## config.mk

```make
export PLATFORM = sky130hd
export DESIGN_NAME = pit_fifo
export DESIGN_NICKNAME = d
export VERILOG_FILES = /design/src/design/pit_pkg.sv /design/src/design/pit_fifo.sv
export SDC_FILE = /design/constraint.sdc
export NUM_CORES = 1
export LEC_CHECK = 0
export ABC_AREA = 1
export CORE_MARGIN = 3
export CORE_UTILIZATION = 45
export CTS_BUF_LIST = sky130_fd_sc_hd__clkbuf_8 sky130_fd_sc_hd__clkbuf_16
export CTS_CLUSTER_DIAMETER = 30
export DETAILED_ROUTE_END_ITERATION = 8
export DONT_BUFFER_PORTS = 1
export HOLD_SLACK_MARGIN = 0.15
export SYNTH_ARGS = -nofsm -noshare
export SYNTH_HDL_FRONTEND = slang
export SYNTH_SLANG_ARGS = --single-unit
```

## constraint.sdc

```tcl
create_clock -name clk_i -period 8 [get_ports clk_i]
set_clock_uncertainty 0.15 [all_clocks]
set_input_delay 2 -clock clk_i [delete_from_list [all_inputs] [get_ports clk_i]]
set_output_delay 2 -clock clk_i [all_outputs]
set_load 0.01 [all_outputs]
```

## src/design/pit_pkg.sv

```systemverilog
package pit_pkg;

  // field and datapath widths
  localparam int unsigned CoordW    = 16;
  localparam int unsigned DiffW     = CoordW + 1;
  localparam int unsigned ProdW     = 2 * DiffW;
  localparam int unsigned AreaW     = ProdW + 1;
  localparam int unsigned MagW      = AreaW;
  localparam int unsigned RemW      = MagW + 1;
  localparam int unsigned TolW      = 16;
  localparam int unsigned FracW     = 16;
  localparam int unsigned WeightW   = 32;
  localparam int unsigned DivSteps  = WeightW;
  localparam int unsigned SatW      = (AreaW > WeightW) ? AreaW : WeightW + 1;
  localparam int unsigned CfgIdxW   = 2;
  localparam int unsigned FifoDepth = 4;
  localparam int unsigned FifoPtrW  = $clog2(FifoDepth);
  localparam int unsigned FifoCntW  = $clog2(FifoDepth + 1);

  typedef enum logic [CfgIdxW-1:0] {
    CfgProdTol,
    CfgAreaTol
  } cfg_idx_e;

  typedef logic signed [CoordW-1:0]  coord_t;
  typedef logic signed [DiffW-1:0]   diff_t;
  typedef logic signed [ProdW-1:0]   prod_t;
  typedef logic signed [AreaW-1:0]   area_t;
  typedef logic        [MagW-1:0]    mag_t;
  typedef logic signed [WeightW-1:0] weight_t;
  typedef logic        [TolW-1:0]    tol_t;

  // classified item handed from front to back
  typedef struct packed {
    logic            hit;
    logic            degenerate;
    area_t [2:0]     num;
    area_t           den;
  } job_t;

  // clamp a signed area to the signed weight range
  function automatic weight_t sat_weight(input area_t v);
    logic signed [SatW-1:0] w;
    logic signed [SatW-1:0] hi;
    logic signed [SatW-1:0] lo;
    weight_t                r;
    w  = SatW'(v);
    hi = SatW'({1'b0, {(WeightW-1){1'b1}}});
    lo = ~hi;
    if (w > hi) begin
      r = {1'b0, {(WeightW-1){1'b1}}};
    end else if (w < lo) begin
      r = {1'b1, {(WeightW-1){1'b0}}};
    end else begin
      r = w[WeightW-1:0];
    end
    return r;
  endfunction

endpackage

```

## src/design/pit_fifo.sv

```systemverilog
module pit_fifo
  import pit_pkg::*;
(
  input  logic clk_i,
  input  logic rst_ni,
  input  job_t push_data_i,
  input  logic push_valid_i,
  output logic push_ready_o,
  output job_t pop_data_o,
  output logic pop_valid_o,
  input  logic pop_ready_i
);

  job_t                mem_q[FifoDepth];
  logic [FifoPtrW-1:0] wr_ptr_q, rd_ptr_q;
  logic [FifoCntW-1:0] cnt_q;
  logic                push, pop;

  assign push_ready_o = cnt_q != FifoCntW'(FifoDepth);
  assign pop_valid_o  = cnt_q != '0;
  assign pop_data_o   = mem_q[rd_ptr_q];
  assign push         = push_valid_i && push_ready_o;
  assign pop          = pop_valid_o && pop_ready_i;

  // storage
  always_ff @(posedge clk_i) begin
    if (push) begin
      mem_q[wr_ptr_q] <= push_data_i;
    end
  end

  // pointers and fill level
  always_ff @(posedge clk_i or negedge rst_ni) begin
    if (!rst_ni) begin
      wr_ptr_q <= '0;
      rd_ptr_q <= '0;
      cnt_q    <= '0;
    end else begin
      if (push) begin
        wr_ptr_q <= (wr_ptr_q == FifoPtrW'(FifoDepth - 1)) ? '0 : wr_ptr_q + 1'b1;
      end
      if (pop) begin
        rd_ptr_q <= (rd_ptr_q == FifoPtrW'(FifoDepth - 1)) ? '0 : rd_ptr_q + 1'b1;
      end
      if (push && !pop) begin
        cnt_q <= cnt_q + 1'b1;
      end else if (pop && !push) begin
        cnt_q <= cnt_q - 1'b1;
      end
    end
  end

  a_cnt_range: assert property (@(posedge clk_i) disable iff (!rst_ni)
    cnt_q <= FifoCntW'(FifoDepth))
    else $error("queue fill level out of range");

  a_cnt_push: assert property (@(posedge clk_i) disable iff (!rst_ni)
    (push && !pop) |=> cnt_q == $past(cnt_q) + 1'b1)
    else $error("queue fill level did not follow a push");

endmodule

```

==> reports/qor.txt <==
PortBufs: 0
Mux contribution to synthesized area: 0
Critical Path Start Type: flip-flop
Clk_lat worst skew: 0.64 ns
Post-synth ARST share: 0.01217
Adder-Cell Fraction of Synth Area: 0.004179
Main flop type after synthesis: edfxtp_1
Worst min path class: reg2reg
CP max stage cell: dfrtp_4
Yosys top cell by area: edfxtp_1
Initial antenna violation count: 0
Worst reg2reg setup slack: 4.82 ns
Arrival time at the worst endpoint: 3.03 ns
Leak: 10.30 nW
VDD IR max: 0.0002572 V
Vias/cell: 5.098
RSZ-0062 raised after global routing: no
Fin. max-slew vios: 0
Worst Tran Pin Value: 1.085 ns
HPWL after detailed placement: 28380 um
I/O Pins: 290
Routed vias: 12800
Simple logic cell fraction of the synthesized area: 0.07554
Post-CTS Resized: 0
Critical-path cell list: inv_4 -> buf_4 -> o211ai_1 -> nand2_1
Area share of the largest cell type after synthesis: 0.7495
Hold WS: 0.3581 ns
Initial core utilization: 0.4601
CP required: 5.85 ns
Nets: 1905
Clk slew on worst S/H paths: 0.04 ns
Synth Instances: 1715
# clock sinks: 575
GPL Wtd Cong: 0.8115
Die width: 230.9 um
Xor/xnor share of the synthesized area: 0.0003849
Status: finished clean
Grt ovf: 0
Max capacitance violation total: 0
Final Setup Violations: 0
Vias in the first global route: 12910
Drt total wl: 48070 um
Iteration count of the initial detailed-routing pass: 5
CTS tree: done
Share of layout cells above drive strength 1: 0.1105
FF+latch count, synth: 575
Element type at the critical path end: output pin
Filler instances: 4007
Cts hold-fix bufs: 0
Maximum clock rate: 0.1929 GHz
Placed cells: 2304
CTS root buffer: clkbuf_16
Num CTS Buffers: 110
Critical path peak fanout: 78
Post-synthesis compound-gate area fraction: 0.09391
Setup CP Type: reg2out
CP bufs+invs: 2
Top-count cell post-synth: edfxtp_1
Final Hold Viols: 0
Area contributors post-synth: edfxtp_1 (75%), o211ai_1 (9.4%), nand2_1 (7.3%)
CTS HTree Levels: 3
Cell Pwr Density: 415.2 nW/um^2
First-pass GRT wire length: 74110 um
CTS Buffer Depth: 3
Pin count of the biggest net entering global routing: 207
Relative slew margins: 0.2768
Drt initial violations: 843
Crit-path leading delay family: buffers and inverters
Die area: 53310 sq um
Fin util: 0.5483
Mapped Nets: 1868
Total power: 11.26 mW
Crit path time final: 5.184 ns
# diodes: 0
Layout area overhead: 19.16%
Synth Warn #: 0
Syn_area_per_cell: 13.27 sq um
Routed Antenna Nets: 0
GRT Total Usage: 0.1805
Postcts setup bufs: 0
CP max stage delay: 0.70 ns
Drc violations: 0
Tcrit/Tclk final: 0.6481
Die span in y: 230.9 um
Wire per inst: 19.15 um
Core ar.: 49460 sq um
Post-Syn Area: 22760 sq um
Post-Layout Cell Count: 2510
Number of synthesized flops with an enable pin: 568
Sequential area share after synthesis: 0.7572
Post-synth top cells: edfxtp_1 (568), nand2_1 (441), inv_1 (297)
Main combinational cell family by area after synthesis: compound AO/OA/AOI/OAI gates
Synth cell types: 17
FP Rows: 81
[registers in the layout (all words and copies together), names as in the netlist]
signal    flops
wr_ptr_q      2
rd_ptr_q      2
cnt_q         3
mem_q       568
[routing by layer]
| layer | up-vias | GRT usage | wire length, um |
|---|---|---|---|
| met5 | - | 0.003676 | 0 |
| met4 | 0 | 0.06334 | 1198 |
| met3 | 94 | 0.06602 | 4052 |
| met2 | 399 | 0.2956 | 23140 |
| met1 | 6202 | 0.2213 | 19680 |
| li1 | 6102 | - | - |
[where the power goes]
part           internal [mW]  switching (mW)
Clock                   2.98            1.55
Combinational          0.618            1.93
Sequential              3.97           0.212
[kinds of logic after synthesis]
kind of cell	count (synthesis)
compound gates	285
xor+xnor	1
fa+ha+maj	7
buf+inv	392
flops	575
simple gates	455
[area by class of cell]
| type | count | area, sq um | share of cell area |
|---|---|---|---|
| clock inverters | 96 | 1016 | 0.03747 |
| inverters | 298 | 1121 | 0.04134 |
| repair buffers | 19 | 167.7 | 0.006183 |
| flip-flops and latches | 575 | 17240 | 0.6357 |
| well taps | 664 | 830.8 | 0.03064 |
| multi-input cells | 748 | 3990 | 0.1471 |
| clock buffers | 110 | 2753 | 0.1015 |
[final timing paths]
check                                             start                 endpoint  cells after the start
worst max-delay path            rd_ptr_q[1]$_DFFE_PN0P_          pop_data_o[119]                      4
worst min-delay path               cnt_q[2]$_DFFE_PN0P_     cnt_q[2]$_DFFE_PN0P_                      2
worst max register to register     cnt_q[0]$_DFFE_PN0P_   mem_q[2][71]$_DFFE_PP_                      6
worst min register to register     cnt_q[2]$_DFFE_PN0P_     cnt_q[2]$_DFFE_PN0P_                      2
max in group asynchronous                        rst_ni  rd_ptr_q[1]$_DFFE_PN0P_                      0
min in group asynchronous                        rst_ni  rd_ptr_q[0]$_DFFE_PN0P_                      0
[metrics by stage]
step,area [sq um],TNS (ns),setup WS (ns)
finish,27120,0,2.816
global route,27120,0,2.568
CTS,27120,0,2.745
detailed placement,23350,0,3.476
global placement,23350,0,3.530
floorplan,22760,-478.57,-0.8425
[tightest hold or removal path: cells and delay by family, from the launching register on]
family	cells	cell delay, ns
flip-flops	1	0.35
AND/OR/NAND/NOR	2	0.12
[placed cells by master, fill, tap and decap left out, types with 2 or more instances in the layout]
cell type | netlist | routed
edfxtp_1 | 568 | 568
nand3_1 | 7 | 7
dfrtp_4 | 0 | 2
nor2_1 | 6 | 2
inv_6 | 0 | 10
clkinv_16 | 0 | 2
clkinv_8 | 0 | 4
buf_4 | 4 | 17
clkbuf_16 | 0 | 110
buf_12 | 0 | 2
clkinv_4 | 0 | 12
dfrtp_1 | 7 | 5
bufinv_16 | 0 | 14
inv_1 | 297 | 309
nand2_1 | 441 | 441
clkinv_1 | 0 | 16
ha_1 | 6 | 6
clkinvlp_4 | 0 | 11
o211ai_1 | 284 | 284
nor2_4 | 0 | 4
clkinv_2 | 0 | 14
Note: power is estimated with default switching activity, not from simulation.
